<file path="config.mk">
export PLATFORM = sky130hd
export DESIGN_NAME = priority_runway_dispatcher
export DESIGN_NICKNAME = d
export VERILOG_FILES = /design/src/rtl/core/prd_pkg.sv /design/src/rtl/core/priority_runway_dispatcher.sv /design/src/rtl/core/prd_ram.sv /design/src/rtl/core/prd_seq.sv
export SDC_FILE = /design/constraint.sdc
export NUM_CORES = 1
export LEC_CHECK = 0
export ABC_CLOCK_PERIOD_IN_PS = 5600
export BUFFER_PORTS_ARGS = -buffer_cell sky130_fd_sc_hd__buf_2
export CAP_MARGIN = 20
export CORE_MARGIN = 2
export CORE_UTILIZATION = 54
export CTS_BUF_LIST = sky130_fd_sc_hd__clkbuf_2
export CTS_CLUSTER_SIZE = 8
export DETAILED_ROUTE_END_ITERATION = 8
export PLACE_DENSITY_LB_ADDON = 0.25
export SYNTH_ARGS = -nofsm -noshare
export SYNTH_HDL_FRONTEND = slang
export SYNTH_SLANG_ARGS = --single-unit
</file>
<file path="constraint.sdc">
create_clock -name clk -period 5.6 [get_ports clk]
set_clock_uncertainty 0.15 [all_clocks]
set_input_delay 0.28 -clock clk [delete_from_list [all_inputs] [get_ports clk]]
set_output_delay 0.28 -clock clk [all_outputs]
set_load 0.02 [all_outputs]
</file>
<file path="src/rtl/core/prd_pkg.sv">
// prd_pkg: shared constants for the priority runway dispatcher.
// Port widths, parameter defaults and item mode codes.
// No dependencies.
`default_nettype none

package prd_pkg;

	// parameter defaults
	localparam int QUEUE_DEPTH_DEF = 16;
	localparam int ID_BITS_DEF     = 16;
	localparam int ID_BITS_MAX     = 32;

	// fixed port widths
	localparam int ID_W     = 16;
	localparam int PRIO_W   = 3;
	localparam int COUNT_W  = 5;
	localparam int SERVED_W = 16;
	localparam int MODE_W   = 2;

	// item modes
	localparam logic [MODE_W-1:0] MODE_DEP  = 2'd0;
	localparam logic [MODE_W-1:0] MODE_ARR  = 2'd1;
	localparam logic [MODE_W-1:0] MODE_TICK = 2'd2;

	// servers: the last one prefers the departure FIFO
	localparam int NUM_SRV              = 3;
	localparam logic [1:0] SRV_FIRST    = 2'd0;
	localparam logic [1:0] SRV_LAST     = 2'd2;

endpackage

`default_nettype wire

</file>
<file path="src/rtl/core/priority_runway_dispatcher.sv">
// priority_runway_dispatcher: top level, sequencer plus two queue memories.
// Depends on prd_pkg, prd_ram, prd_seq.
//
// Usage:
//   An item is taken at a clock edge where start is high and busy is low.
//   mode selects: enqueue departure (FIFO), enqueue arrival (sorted by
//   req_priority, lower first, stable among equals), or dispatch tick.
//   Each item gives exactly one result, shown for one cycle with done high;
//   the receiver cannot stall, so the result must be taken in that cycle.
//   busy is low during the done cycle, so the next item may be taken at the
//   edge that ends it.
// Steps from the accept edge to the done cycle:
//   rejected enqueue or unused mode: done is registered at the accept edge
//   departure enqueue: one write state, then done
//   arrival enqueue: a setup state; into an empty queue straight to the write
//     state, else a read state, then compare steps that move each larger
//     priority up one slot until one is lower or equal or the walk reaches
//     the head, then the write state; the walk makes one memory read per step
//   tick: per server, a read state, then a take state if it finds a request
// Reset clears both fill counts, the heads and the served counter; no
// clearing pass over the memories is needed.
`default_nettype none

module priority_runway_dispatcher #(
	parameter int QUEUE_DEPTH = prd_pkg::QUEUE_DEPTH_DEF,
	parameter int ID_BITS     = prd_pkg::ID_BITS_DEF
) (
	input  wire logic                         clk,
	input  wire logic                         arst_n,
	input  wire logic                         start,
	output logic                              busy,
	output logic                              done,
	input  wire logic [prd_pkg::MODE_W-1:0]   mode,
	input  wire logic [prd_pkg::ID_W-1:0]     req_id,
	input  wire logic [prd_pkg::PRIO_W-1:0]   req_priority,
	output logic                              accepted,
	output logic      [prd_pkg::ID_W-1:0]     srv1_id,
	output logic                              srv1_from_arrival,
	output logic      [prd_pkg::ID_W-1:0]     srv2_id,
	output logic                              srv2_from_arrival,
	output logic      [prd_pkg::ID_W-1:0]     srv3_id,
	output logic                              srv3_from_arrival,
	output logic      [prd_pkg::SERVED_W-1:0] served_total,
	output logic      [prd_pkg::COUNT_W-1:0]  arrival_count,
	output logic      [prd_pkg::COUNT_W-1:0]  departure_count
);

	import prd_pkg::*;

	localparam int AW    = $clog2(QUEUE_DEPTH);
	localparam int AWORD = ID_BITS + PRIO_W;

	logic             arr_we;
	logic [AW-1:0]    arr_waddr;
	logic [AWORD-1:0] arr_wdata;
	logic [AW-1:0]    arr_raddr;
	logic [AWORD-1:0] arr_rdata;
	logic             dep_we;
	logic [AW-1:0]    dep_waddr;
	logic [ID_BITS-1:0] dep_wdata;
	logic [AW-1:0]    dep_raddr;
	logic [ID_BITS-1:0] dep_rdata;

	prd_seq #(
		.QUEUE_DEPTH(QUEUE_DEPTH),
		.ID_BITS    (ID_BITS)
	) u_seq (
		.clk              (clk),
		.arst_n           (arst_n),
		.start            (start),
		.busy             (busy),
		.done             (done),
		.mode             (mode),
		.req_id           (req_id),
		.req_priority     (req_priority),
		.accepted         (accepted),
		.srv1_id          (srv1_id),
		.srv1_from_arrival(srv1_from_arrival),
		.srv2_id          (srv2_id),
		.srv2_from_arrival(srv2_from_arrival),
		.srv3_id          (srv3_id),
		.srv3_from_arrival(srv3_from_arrival),
		.served_total     (served_total),
		.arrival_count    (arrival_count),
		.departure_count  (departure_count),
		.arr_we           (arr_we),
		.arr_waddr        (arr_waddr),
		.arr_wdata        (arr_wdata),
		.arr_raddr        (arr_raddr),
		.arr_rdata        (arr_rdata),
		.dep_we           (dep_we),
		.dep_waddr        (dep_waddr),
		.dep_wdata        (dep_wdata),
		.dep_raddr        (dep_raddr),
		.dep_rdata        (dep_rdata)
	);

	prd_ram #(
		.WIDTH(AWORD),
		.DEPTH(QUEUE_DEPTH)
	) u_arr_ram (
		.clk  (clk),
		.we   (arr_we),
		.waddr(arr_waddr),
		.wdata(arr_wdata),
		.raddr(arr_raddr),
		.rdata(arr_rdata)
	);

	prd_ram #(
		.WIDTH(ID_BITS),
		.DEPTH(QUEUE_DEPTH)
	) u_dep_ram (
		.clk  (clk),
		.we   (dep_we),
		.waddr(dep_waddr),
		.wdata(dep_wdata),
		.raddr(dep_raddr),
		.rdata(dep_rdata)
	);

endmodule

`default_nettype wire

</file>
<file path="src/rtl/core/prd_ram.sv">
// prd_ram: simple dual-port memory, one write and one registered read per cycle.
// Holds the entries of one request queue. No package dependency.
`default_nettype none

module prd_ram #(
	parameter int WIDTH = 16,
	parameter int DEPTH = 16
) (
	input  wire logic                     clk,
	input  wire logic                     we,
	input  wire logic [$clog2(DEPTH)-1:0] waddr,
	input  wire logic [WIDTH-1:0]         wdata,
	input  wire logic [$clog2(DEPTH)-1:0] raddr,
	output logic      [WIDTH-1:0]         rdata
);

	logic [WIDTH-1:0] mem_q [DEPTH];
	logic [WIDTH-1:0] rdata_q;

	always_ff @(posedge clk) begin
		if (we) begin
			mem_q[waddr] <= wdata;
		end
	end

	always_ff @(posedge clk) begin
		rdata_q <= mem_q[raddr];
	end

	assign rdata = rdata_q;

endmodule

`default_nettype wire

</file>
<file path="src/rtl/core/prd_seq.sv">
// prd_seq: sequencer of the dispatcher: queue pointers, fill counts, served counter,
// sorted insertion walk and the three-server dispatch. Drives both queue memories.
// Depends on prd_pkg.
`default_nettype none

module prd_seq #(
	parameter int QUEUE_DEPTH = 16,
	parameter int ID_BITS     = 16
) (
	input  wire logic                            clk,
	input  wire logic                            arst_n,
	input  wire logic                            start,
	output logic                                 busy,
	output logic                                 done,
	input  wire logic [prd_pkg::MODE_W-1:0]      mode,
	input  wire logic [prd_pkg::ID_W-1:0]        req_id,
	input  wire logic [prd_pkg::PRIO_W-1:0]      req_priority,
	output logic                                 accepted,
	output logic      [prd_pkg::ID_W-1:0]        srv1_id,
	output logic                                 srv1_from_arrival,
	output logic      [prd_pkg::ID_W-1:0]        srv2_id,
	output logic                                 srv2_from_arrival,
	output logic      [prd_pkg::ID_W-1:0]        srv3_id,
	output logic                                 srv3_from_arrival,
	output logic      [prd_pkg::SERVED_W-1:0]    served_total,
	output logic      [prd_pkg::COUNT_W-1:0]     arrival_count,
	output logic      [prd_pkg::COUNT_W-1:0]     departure_count,
	// arrival memory: {id, priority}
	output logic                                 arr_we,
	output logic      [$clog2(QUEUE_DEPTH)-1:0]  arr_waddr,
	output logic      [ID_BITS+prd_pkg::PRIO_W-1:0] arr_wdata,
	output logic      [$clog2(QUEUE_DEPTH)-1:0]  arr_raddr,
	input  wire logic [ID_BITS+prd_pkg::PRIO_W-1:0] arr_rdata,
	// departure memory
	output logic                                 dep_we,
	output logic      [$clog2(QUEUE_DEPTH)-1:0]  dep_waddr,
	output logic      [ID_BITS-1:0]              dep_wdata,
	output logic      [$clog2(QUEUE_DEPTH)-1:0]  dep_raddr,
	input  wire logic [ID_BITS-1:0]              dep_rdata
);

	import prd_pkg::*;

	localparam int AW    = $clog2(QUEUE_DEPTH);
	localparam int CW    = $clog2(QUEUE_DEPTH + 1);
	localparam int AWORD = ID_BITS + PRIO_W;

	localparam logic [AW-1:0] LAST_C  = AW'(QUEUE_DEPTH - 1);
	localparam logic [CW-1:0] DEPTH_C = CW'(QUEUE_DEPTH);
	localparam logic [CW-1:0] ONE_C   = CW'(1);

	typedef enum logic [2:0] {
		ST_IDLE,
		ST_DEP_PUT,
		ST_INS_SETUP,
		ST_INS_RD,
		ST_INS_CMP,
		ST_INS_PUT,
		ST_SRV_RD,
		ST_SRV_TAKE
	} state_t;

	// (a + b) mod depth, with a < depth and b <= depth
	function automatic logic [AW-1:0] ptr_add(input logic [AW-1:0] a, input logic [CW-1:0] b);
		logic [CW:0] s;
		s = (CW+1)'(a) + (CW+1)'(b);
		if (s >= (CW+1)'(QUEUE_DEPTH)) begin
			s = s - (CW+1)'(QUEUE_DEPTH);
		end
		return s[AW-1:0];
	endfunction

	function automatic logic [AW-1:0] ptr_inc(input logic [AW-1:0] p);
		return (p == LAST_C) ? '0 : p + 1'b1;
	endfunction

	function automatic logic [AW-1:0] ptr_dec(input logic [AW-1:0] p);
		return (p == '0) ? LAST_C : p - 1'b1;
	endfunction

	state_t                state_q;
	logic [AW-1:0]         arr_head_q;
	logic [CW-1:0]         arr_fill_q;
	logic [AW-1:0]         dep_head_q;
	logic [CW-1:0]         dep_fill_q;
	logic [SERVED_W-1:0]   served_q;
	logic                  done_q;
	logic                  accepted_q;
	logic [ID_W-1:0]       srv_id_q  [NUM_SRV];
	logic                  srv_arr_q [NUM_SRV];
	logic [1:0]            srv_q;
	logic                  sel_arr_q;
	logic [ID_BITS-1:0]    id_q;
	logic [PRIO_W-1:0]     prio_q;
	logic [AW-1:0]         wp_q;
	logic [AW-1:0]         rp_q;
	logic [CW-1:0]         k_q;

	logic [ID_BITS_MAX+ID_W-1:0] id_wide;
	logic [ID_BITS-1:0]          id_in;
	logic [ID_BITS-1:0]          arr_rd_id;
	logic [PRIO_W-1:0]           arr_rd_prio;
	logic [ID_BITS-1:0]          take_id;
	logic [ID_W+ID_BITS-1:0]     take_wide;
	logic                        shift;
	logic                        arr_has;
	logic                        dep_has;
	logic                        pick_arr;
	logic                        mode_arr;
	logic [AW-1:0]               tail;
	logic [CW+COUNT_W-1:0]       arr_cnt_wide;
	logic [CW+COUNT_W-1:0]       dep_cnt_wide;

	assign id_wide     = {{ID_BITS_MAX{1'b0}}, req_id};
	assign id_in       = id_wide[ID_BITS-1:0];
	assign arr_rd_id   = arr_rdata[AWORD-1:PRIO_W];
	assign arr_rd_prio = arr_rdata[PRIO_W-1:0];
	assign take_id     = sel_arr_q ? arr_rd_id : dep_rdata;
	assign take_wide   = {{ID_W{1'b0}}, take_id};
	assign shift       = (arr_rd_prio > prio_q);
	assign arr_has     = (arr_fill_q != '0);
	assign dep_has     = (dep_fill_q != '0);
	// servers 1 and 2 prefer arrivals, server 3 prefers departures
	assign pick_arr    = arr_has && ((srv_q != SRV_LAST) || !dep_has);
	assign mode_arr    = (mode == MODE_ARR);
	// one adder finds the tail slot of whichever queue takes the item
	assign tail        = ptr_add(mode_arr ? arr_head_q : dep_head_q,
				mode_arr ? arr_fill_q : dep_fill_q);

	// memory control
	assign arr_we    = ((state_q == ST_INS_CMP) && shift) || (state_q == ST_INS_PUT);
	assign arr_waddr = wp_q;
	assign arr_wdata = (state_q == ST_INS_PUT) ? {id_q, prio_q} : arr_rdata;
	assign dep_we    = (state_q == ST_DEP_PUT);
	assign dep_waddr = wp_q;
	assign dep_wdata = id_q;
	assign dep_raddr = dep_head_q;

	always_comb begin
		unique case (state_q)
			ST_INS_RD:  arr_raddr = rp_q;
			ST_INS_CMP: arr_raddr = ptr_dec(rp_q);
			default:    arr_raddr = arr_head_q;
		endcase
	end

	always_ff @(posedge clk or negedge arst_n) begin
		if (!arst_n) begin
			state_q    <= ST_IDLE;
			arr_head_q <= '0;
			arr_fill_q <= '0;
			dep_head_q <= '0;
			dep_fill_q <= '0;
			served_q   <= '0;
			done_q     <= 1'b0;
			accepted_q <= 1'b0;
			srv_q      <= SRV_FIRST;
			sel_arr_q  <= 1'b0;
			id_q       <= '0;
			prio_q     <= '0;
			wp_q       <= '0;
			rp_q       <= '0;
			k_q        <= '0;
			for (int i = 0; i < NUM_SRV; i++) begin
				srv_id_q[i]  <= '0;
				srv_arr_q[i] <= 1'b0;
			end
		end else begin
			done_q <= 1'b0;
			unique case (state_q)
				ST_IDLE: begin
					if (start) begin
						id_q       <= id_in;
						prio_q     <= req_priority;
						wp_q       <= tail;
						accepted_q <= 1'b0;
						srv_q      <= SRV_FIRST;
						for (int i = 0; i < NUM_SRV; i++) begin
							srv_id_q[i]  <= '0;
							srv_arr_q[i] <= 1'b0;
						end
						priority if (mode == MODE_DEP) begin
							if ((id_in != '0) && (dep_fill_q != DEPTH_C)) begin
								state_q <= ST_DEP_PUT;
							end else begin
								done_q <= 1'b1;
							end
						end else if (mode == MODE_ARR) begin
							if ((id_in != '0) && (arr_fill_q != DEPTH_C)) begin
								state_q <= ST_INS_SETUP;
							end else begin
								done_q <= 1'b1;
							end
						end else if (mode == MODE_TICK) begin
							accepted_q <= 1'b1;
							state_q    <= ST_SRV_RD;
						end else begin
							// unused mode: report counts only
							done_q <= 1'b1;
						end
					end
				end
				ST_DEP_PUT: begin
					dep_fill_q <= dep_fill_q + 1'b1;
					accepted_q <= 1'b1;
					done_q     <= 1'b1;
					state_q    <= ST_IDLE;
				end
				ST_INS_SETUP: begin
					k_q  <= arr_fill_q;
					rp_q <= ptr_dec(wp_q);
					state_q <= (arr_fill_q == '0) ? ST_INS_PUT : ST_INS_RD;
				end
				ST_INS_RD: begin
					state_q <= ST_INS_CMP;
				end
				ST_INS_CMP: begin
					// walk from the tail toward the head, moving larger priorities up
					if (shift) begin
						wp_q <= rp_q;
						rp_q <= ptr_dec(rp_q);
						k_q  <= k_q - 1'b1;
						if (k_q == ONE_C) begin
							state_q <= ST_INS_PUT;
						end
					end else begin
						state_q <= ST_INS_PUT;
					end
				end
				ST_INS_PUT: begin
					arr_fill_q <= arr_fill_q + 1'b1;
					accepted_q <= 1'b1;
					done_q     <= 1'b1;
					state_q    <= ST_IDLE;
				end
				ST_SRV_RD: begin
					if (arr_has || dep_has) begin
						sel_arr_q <= pick_arr;
						state_q   <= ST_SRV_TAKE;
					end else if (srv_q == SRV_LAST) begin
						done_q  <= 1'b1;
						state_q <= ST_IDLE;
					end else begin
						srv_q <= srv_q + 1'b1;
					end
				end
				ST_SRV_TAKE: begin
					srv_id_q[srv_q]  <= take_wide[ID_W-1:0];
					srv_arr_q[srv_q] <= sel_arr_q;
					if (sel_arr_q) begin
						arr_head_q <= ptr_inc(arr_head_q);
						arr_fill_q <= arr_fill_q - 1'b1;
					end else begin
						dep_head_q <= ptr_inc(dep_head_q);
						dep_fill_q <= dep_fill_q - 1'b1;
					end
					if (served_q != '1) begin
						served_q <= served_q + 1'b1;
					end
					if (srv_q == SRV_LAST) begin
						done_q  <= 1'b1;
						state_q <= ST_IDLE;
					end else begin
						srv_q   <= srv_q + 1'b1;
						state_q <= ST_SRV_RD;
					end
				end
				default: begin
					state_q <= ST_IDLE;
				end
			endcase
		end
	end

	assign arr_cnt_wide = {{COUNT_W{1'b0}}, arr_fill_q};
	assign dep_cnt_wide = {{COUNT_W{1'b0}}, dep_fill_q};

	assign busy              = (state_q != ST_IDLE);
	assign done              = done_q;
	assign accepted          = accepted_q;
	assign srv1_id           = srv_id_q[0];
	assign srv1_from_arrival = srv_arr_q[0];
	assign srv2_id           = srv_id_q[1];
	assign srv2_from_arrival = srv_arr_q[1];
	assign srv3_id           = srv_id_q[2];
	assign srv3_from_arrival = srv_arr_q[2];
	assign served_total      = served_q;
	assign arrival_count     = arr_cnt_wide[COUNT_W-1:0];
	assign departure_count   = dep_cnt_wide[COUNT_W-1:0];

endmodule

`default_nettype wire

</file>
# Word level (Yosys, flattened, before mapping)
# Memory sizes are Yosys's and may differ from the RTL's. A register that Yosys moved wholly into a read port is not among the register bits.
# Cells that the tools add are included.
[word_totals]
reg_bits = 125
out_inout_bits = 80
wordCells = 174
memories = 2
input_bits = 24
ram_bits = 560
[classes]
muxes = 66
n_addsub = 13
reduce_logical = 39
n_eq_ne = 27
bitwise_logic = 2
magnitude_cmp = 4
[mem_list]
columns = ["memory", "depth", "width", "rd", "rd_clocked_by_memory_dff", "wr", "line", "rtl"]
rows = [
  ["u_arr_ram.mem_q", 16, 19, 1, 1, 1, "prd_ram.sv:17", "logic [WIDTH-1:0] mem_q [DEPTH];"],
  ["u_dep_ram.mem_q", 16, 16, 1, 1, 1, "prd_ram.sv:17", ""],
]
[ops]
columns = ["cell", "n"]
rows = [
  ["$pmux 48 s2", 1],
  ["$bwmux 48", 1],
  ["$mux 48", 1],
  ["$mux 3", 13],
  ["$mux 4", 9],
  ["$demux 16 s2", 1],
  ["$mux 16", 2],
  ["$pmux 5 s2", 3],
  ["$pmux 4 s2", 3],
  ["$pmux 3 s7", 1],
  ["$mux 5", 4],
  ["$reduce_and 2->1", 10],
  ["$mux 19", 1],
  ["$mux 1", 17],
  ["$add 16x1->16 const B", 1],
  ["$ne 16x16->1 const B", 1],
  ["$reduce_bool 16->1", 1],
  ["$sub 5x1->5 const B", 3],
  ["$eq 3x3->1 const B", 4],
  ["$reduce_bool 2->1", 6],
  ["$sub 4x1->4 const B", 3],
  ["$add 5x1->5 const B", 2],
  ["$ne 5x5->1 const B", 2],
  ["$reduce_bool 5->1", 2],
  ["other kinds (39)", 59],
]

# Longest topological paths before layout
[depth]
depth_word = 7
ltp_mapped = 11
mapped_depth_nobuf = 9

# Modules after synthesis
# A second synthesis with hierarchy kept.
[unflattened]
cells_unflattened = 1632
hier_area_um2 = 28412.2
[by_module_without_submodules]
columns = ["module", "n_inst", "area_each_um2", "seq_area_each_um2", "cells_each"]
rows = [
  ["prd_ram (u_arr_ram)", 1, 11846.4, 9509.1, 507],
  ["prd_ram (u_dep_ram)", 1, 10042.1, 8007.7, 432],
  ["prd_seq", 1, 6523.8, 3128.0, 693],
]

# Worst setup path before layout
# OpenSTA, ideal clock, no wires.
[synth_timing]
path_kind = "flip-flop to flip-flop"
startpoint = "register u_seq.dep_head_q[0], in the netlist u_seq.dep_raddr[0]"
endpoint = "register u_seq.wp_q[2], in the netlist u_seq.arr_waddr[2]"
arrival_ns = 2.660
setup_time_ns = 0.125
slack_ns = 2.665
path_buffers = 3
required_ns = 5.325
path_stages_with_launch = 12
synth_period_minus_slack_ns = 2.935
path_cell_list = "dfrtp_1 clkbuf_1 buf_2 clkbuf_1 mux2_2 ha_1 inv_1 fa_1 xnor2_1 nor2_1 a21oi_1 mux2_2"
[synth_between]
elab_chain_len = 6
elab_cells_between_ends = 7
classes_between = "add/sub: 2; order compare: 1; mux: 4"
[synth_lines]
columns = ["item", "line", "rtl"]
rows = [
  ["from (decl)", "prd_seq.sv:84", "logic [AW-1:0] dep_head_q;"],
  ["from (signal assigned)", "prd_seq.sv:254", "dep_head_q <= ptr_inc(dep_head_q);"],
  ["$mux 4 (*)", "prd_seq.sv:127", "assign tail = ptr_add(mode_arr ? arr_head_q : dep_head_q,"],
  ["$add 4x5->6 (*)", "prd_seq.sv:66", "s = (CW+1)'(a) + (CW+1)'(b);"],
  ["$ge 6x5->1 or $sub 4x1->4 (tied branches)", "prd_seq.sv:67, prd_seq.sv:68", ""],
  ["$mux 4 (*)", "prd_seq.sv:67", "if (s >= (CW+1)'(QUEUE_DEPTH)) begin"],
  ["$mux 4 (*)", "prd_seq.sv:172", "if (start) begin"],
  ["$pmux 4 s2 (*)", "prd_seq.sv:170", "unique case (state_q)"],
  ["to (signal assigned)", "prd_seq.sv:175", "wp_q <= tail;"],
  ["to (signal assigned)", "prd_seq.sv:220", "wp_q <= rp_q;"],
  ["to (decl)", "prd_seq.sv:95", "logic [AW-1:0] wp_q;"],
]
# Every way passes the cells marked *; elsewhere a longest branch is shown, timed or not. The select of a mux whose other input is x is not followed.
# A chain may end at the register's enable or synchronous reset.

# Final worst setup path
[layout_timing]
startpoint = "register u_seq.state_q[1]"
endpoint = "register u_seq.state_q[1]"
[layout_between]
elab_chain_len = 3
elab_cells_between_ends = 17
classes_between = "eq/ne: 13; mux: 1; reduce/logical: 3"
[layout_lines]
columns = ["item", "line", "rtl"]
rows = [
  ["from (decl)", "prd_seq.sv:81", "state_t state_q;"],
  ["from (signal assigned)", "prd_seq.sv:212", "state_q <= (arr_fill_q == '0) ? ST_INS_PUT : ST_INS_RD;"],
  ["$eq 3x3->1, or another cell as far along", "prd_seq.sv:170", ""],
  ["$ne 3x3->1 (no source line), or another cell as far along", "n/a", ""],
  ["$reduce_and 6->1 (no source line) or $pmux 3 s7 (tied branches)", "n/a", ""],
]
# Several ways; a longest one is shown, not always the timed one.

==> results.sh <==
export IMPL_synth_xor_area_share=0.00981
export IMPL_crit_required_ps=6600
export IMPL_core_area_um2=53900
export IMPL_critical_path_class="reg2reg"
export IMPL_synthMuxAreaShare=0.137
export IMPL_wl_per_cell_um=23.5
export IMPL_hpwl_um=42700
export IMPL_finalWeightedCongestion=0.843
export IMPL_synth_simple_gate_area_frac=0.0538
export IMPL_ys_types=66
export IMPL_io_pins=104
export IMPL_synth_cells=1894
export IMPL_grt_antenna_before_repair=1
export IMPL_worst_slew_pin_slew_ps=1160
export IMPL_drtPass1Iterations=6
export IMPL_maxCapViolCount=0
export IMPL_ant_nets=0
export IMPL_hold_class="in2reg"
export IMPL_synth_area_um2=29400
export IMPL_fillers=4013
export IMPL_power_density_nw_per_um2=568
export IMPL_ys_async_sr_fraction=0.174
export IMPL_synth_top_family_by_area="multiplexers"
export IMPL_clock_sinks=720
export IMPL_syn_avg_cell_area_um2=15.5
export IMPL_grt_max_degree=90
export IMPL_yosysWarnings=0
export IMPL_layout_setup_ws_ps=965
export IMPL_leakage_nw=12.9
export IMPL_dieArea_um2=56400
export IMPL_fin_crit_sh=0.828
export IMPL_pre_cts_slack_ps=1590
export IMPL_port_buffers=103
export IMPL_cts_tree="done"
export IMPL_setup_violations=0
export IMPL_dominantRegCellSynth="edfxtp_1"
export IMPL_vias=17900
export IMPL_netlist_top_cells_area="edfxtp_1 (57%), dfrtp_1 (11%), mux2i_1 (7.7%)"
export IMPL_initial_core_util=0.546
export IMPL_num_rows=85
export IMPL_nets=2251
export IMPL_clk_pin_slew_ps=110
export IMPL_fin_util=0.616
export IMPL_drcViolationCount=0
export IMPL_synth_edf_count=560
export IMPL_wl_um=71400
export IMPL_h_tree_depth=4
export IMPL_yosysMostFrequentCell="edfxtp_1"
export IMPL_relSlewSlack=0.225
export IMPL_cts_max_path_buffers=3
export IMPL_synth_compound_area_frac=0.0639
export IMPL_area_growth_pct=12.7
export IMPL_grt_first_pass_wirelength_um=107000
export IMPL_synth_common_cells="edfxtp_1 (560), mux2i_1 (226), nand2_1 (183), dfrtp_1 (125), o21ai_0 (99)"
export IMPL_yosys_area_share_adder=0.0131
export IMPL_cts_buffers=175
export IMPL_vias_per_cell=5.88
export IMPL_grt_pass1_vias=17900
export IMPL_fin_crit_ps=4630
export IMPL_crit_arrival_ps=5640
export IMPL_drt_iter0_drc=1614
export IMPL_die_x_um=238
export IMPL_crit_path_end_kind="flip-flop"
export IMPL_cp_start_kind="flip-flop"
export IMPL_overflow=0
export IMPL_die_h_um=238
export IMPL_final_area_um2=33200
export IMPL_layout_drive_gt1_share=0.236
export IMPL_cts_root_buf="clkbuf_2"
export IMPL_synth_fp_nets=1947
export IMPL_final_setup_tns_ps=0
export IMPL_netlist_area_leader_share=0.571
export IMPL_clk_latency_ps=1300
export IMPL_ctsResizeCount=0
export IMPL_ys_ff_latch=720
export IMPL_ys_seq_area_frac=0.701
export IMPL_finalMaxSlewViolations=0
export IMPL_yosys_area_top_type="edfxtp_1"
export IMPL_postPlaceCellArea_um2=30600
export IMPL_rsz0062_at_grt="no"
export IMPL_outcome="complete, no violations"
export IMPL_vdd_drop_max_mv=0.568
export IMPL_path_max_fanout=23
export IMPL_hold_violations=0
export IMPL_grt_util_all_layers=0.256
export IMPL_fmax_mhz=216
kinds of logic after synthesis:
family,Yosys count
AOI/OAI and AO/OA,284
buffers and inverters,123
DFF,720
muxes,351
adders and majority gates,29
xor gates and xnor gates,33
and+or+nand+nor,354
power by group:
group	internal, mW	switching (mW)	total (mW)
combinational	2.87	4.35	7.22
sequential	7.24	0.922	8.16
clock	1.40	2.08	3.48
total	11.5	7.36	18.9
sequential cells by signal, indices dropped and copies added, names as in the netlist, 2 cells and up:
register and cells:
u_seq.k_q 5, u_seq.srv2_id 16, u_seq.srv3_id 16, u_arr_ram.rdata 19
u_seq.arr_waddr 4, u_seq.rp_q 4, u_dep_ram.rdata 16, u_seq.state_q 3
u_seq.arrival_count 5, u_seq.arr_head_q 4, u_seq.served_total 16, u_seq.prio_q 3
u_seq.dep_wdata 16, u_seq.srv_q 2, u_arr_ram.mem_q 304, u_seq.srv1_id 16
u_dep_ram.mem_q 256, u_seq.departure_count 5, u_seq.dep_raddr 4
final cells by class:
type / instances / area [um2] / share of cell area
timing repair buffer: 226 / 1760 / 0.0529
clock buffer: 265 / 1330 / 0.0400
multi-input combinational: 1051 / 8210 / 0.247
tap: 696 / 871 / 0.0262
antenna: 2 / 5.00 / 0.000151
sequential: 720 / 20600 / 0.622
clock inverter: 50 / 297 / 0.00893
inverter: 24 / 90.1 / 0.00271
per-layer routing:
| metal | global-route usage | up-vias | routed length (um) |
|---|---|---|---|
| met1 | 0.341 | 9000 | 29500 |
| met5 | 0 | - | 0 |
| met2 | 0.414 | 823 | 35000 |
| met4 | 0.0837 | 0 | 1320 |
| li1 | - | 7932 | - |
| met3 | 0.0663 | 96 | 5580 |
final timing paths:
kind / from / to / slack, ps / cells past startpoint
setup reg to reg: u_seq.state_q[1] / u_seq.state_q[1] / 970 / 10
hold / removal: start / u_seq.srv_q[0] / 200 / 5
hold reg to reg: u_seq.srv3_id[14] / u_seq.srv3_id[14] / 340 / 2
max in group asynchronous: arst_n / u_seq.served_total[4] / 4210 / 5
min in group asynchronous: arst_n / u_seq.dep_wdata[7] / 510 / 5
setup / recovery: u_seq.state_q[1] / u_seq.state_q[1] / 970 / 10
metrics by stage:
| step | instances | hold slack, ps | total power [mW] |
|---|---|---|---|
| after global placement | 2620 | 311 | 15.0 |
| after CTS | 3028 | 174 | 18.8 |
| after floorplan | 1894 | -166 | 12.9 |
| after detailed placement | 2620 | 319 | 15.2 |
| after global routing | 3033 | 113 | 19.8 |
| final | 3034 | 196 | 18.9 |
worst max-delay path, stage by stage, from the launching register on:
cell and delay, ps:
dfrtp_1 640, or3b_1 790, a31oi_1 250, o21ai_0 380, o221ai_1 320, dlygate4sd3_1 600, a21oi_1 40, dlygate4sd3_1 640
nand2_1 80, o21ai_0 60, dlygate4sd3_1 560
repair_timing:
item	in CTS	in global routing
hold endpoints to repair	155	0
hold buffers	93	0
setup buffers	0	0
cells in the final DEF, fill, tap and decap left out, drive strengths merged, types with 16 or more instances in the layout:
cell type	instances
dfxtp	35
clkinv	40
xnor2	27
and2	27
edfxtp	560
a221oi	16
a21oi	53
nor2	71
o21ai	101
a2111oi	18
mux4	32
a211o	20
inv	29
a22oi	16
buf	134
nand2	183
dfrtp	125
mux2	93
a211oi	20
ha	26
dlygate4sd3	92
clkbuf	265
mux2i	226
(Power assumes the default switching activity.)
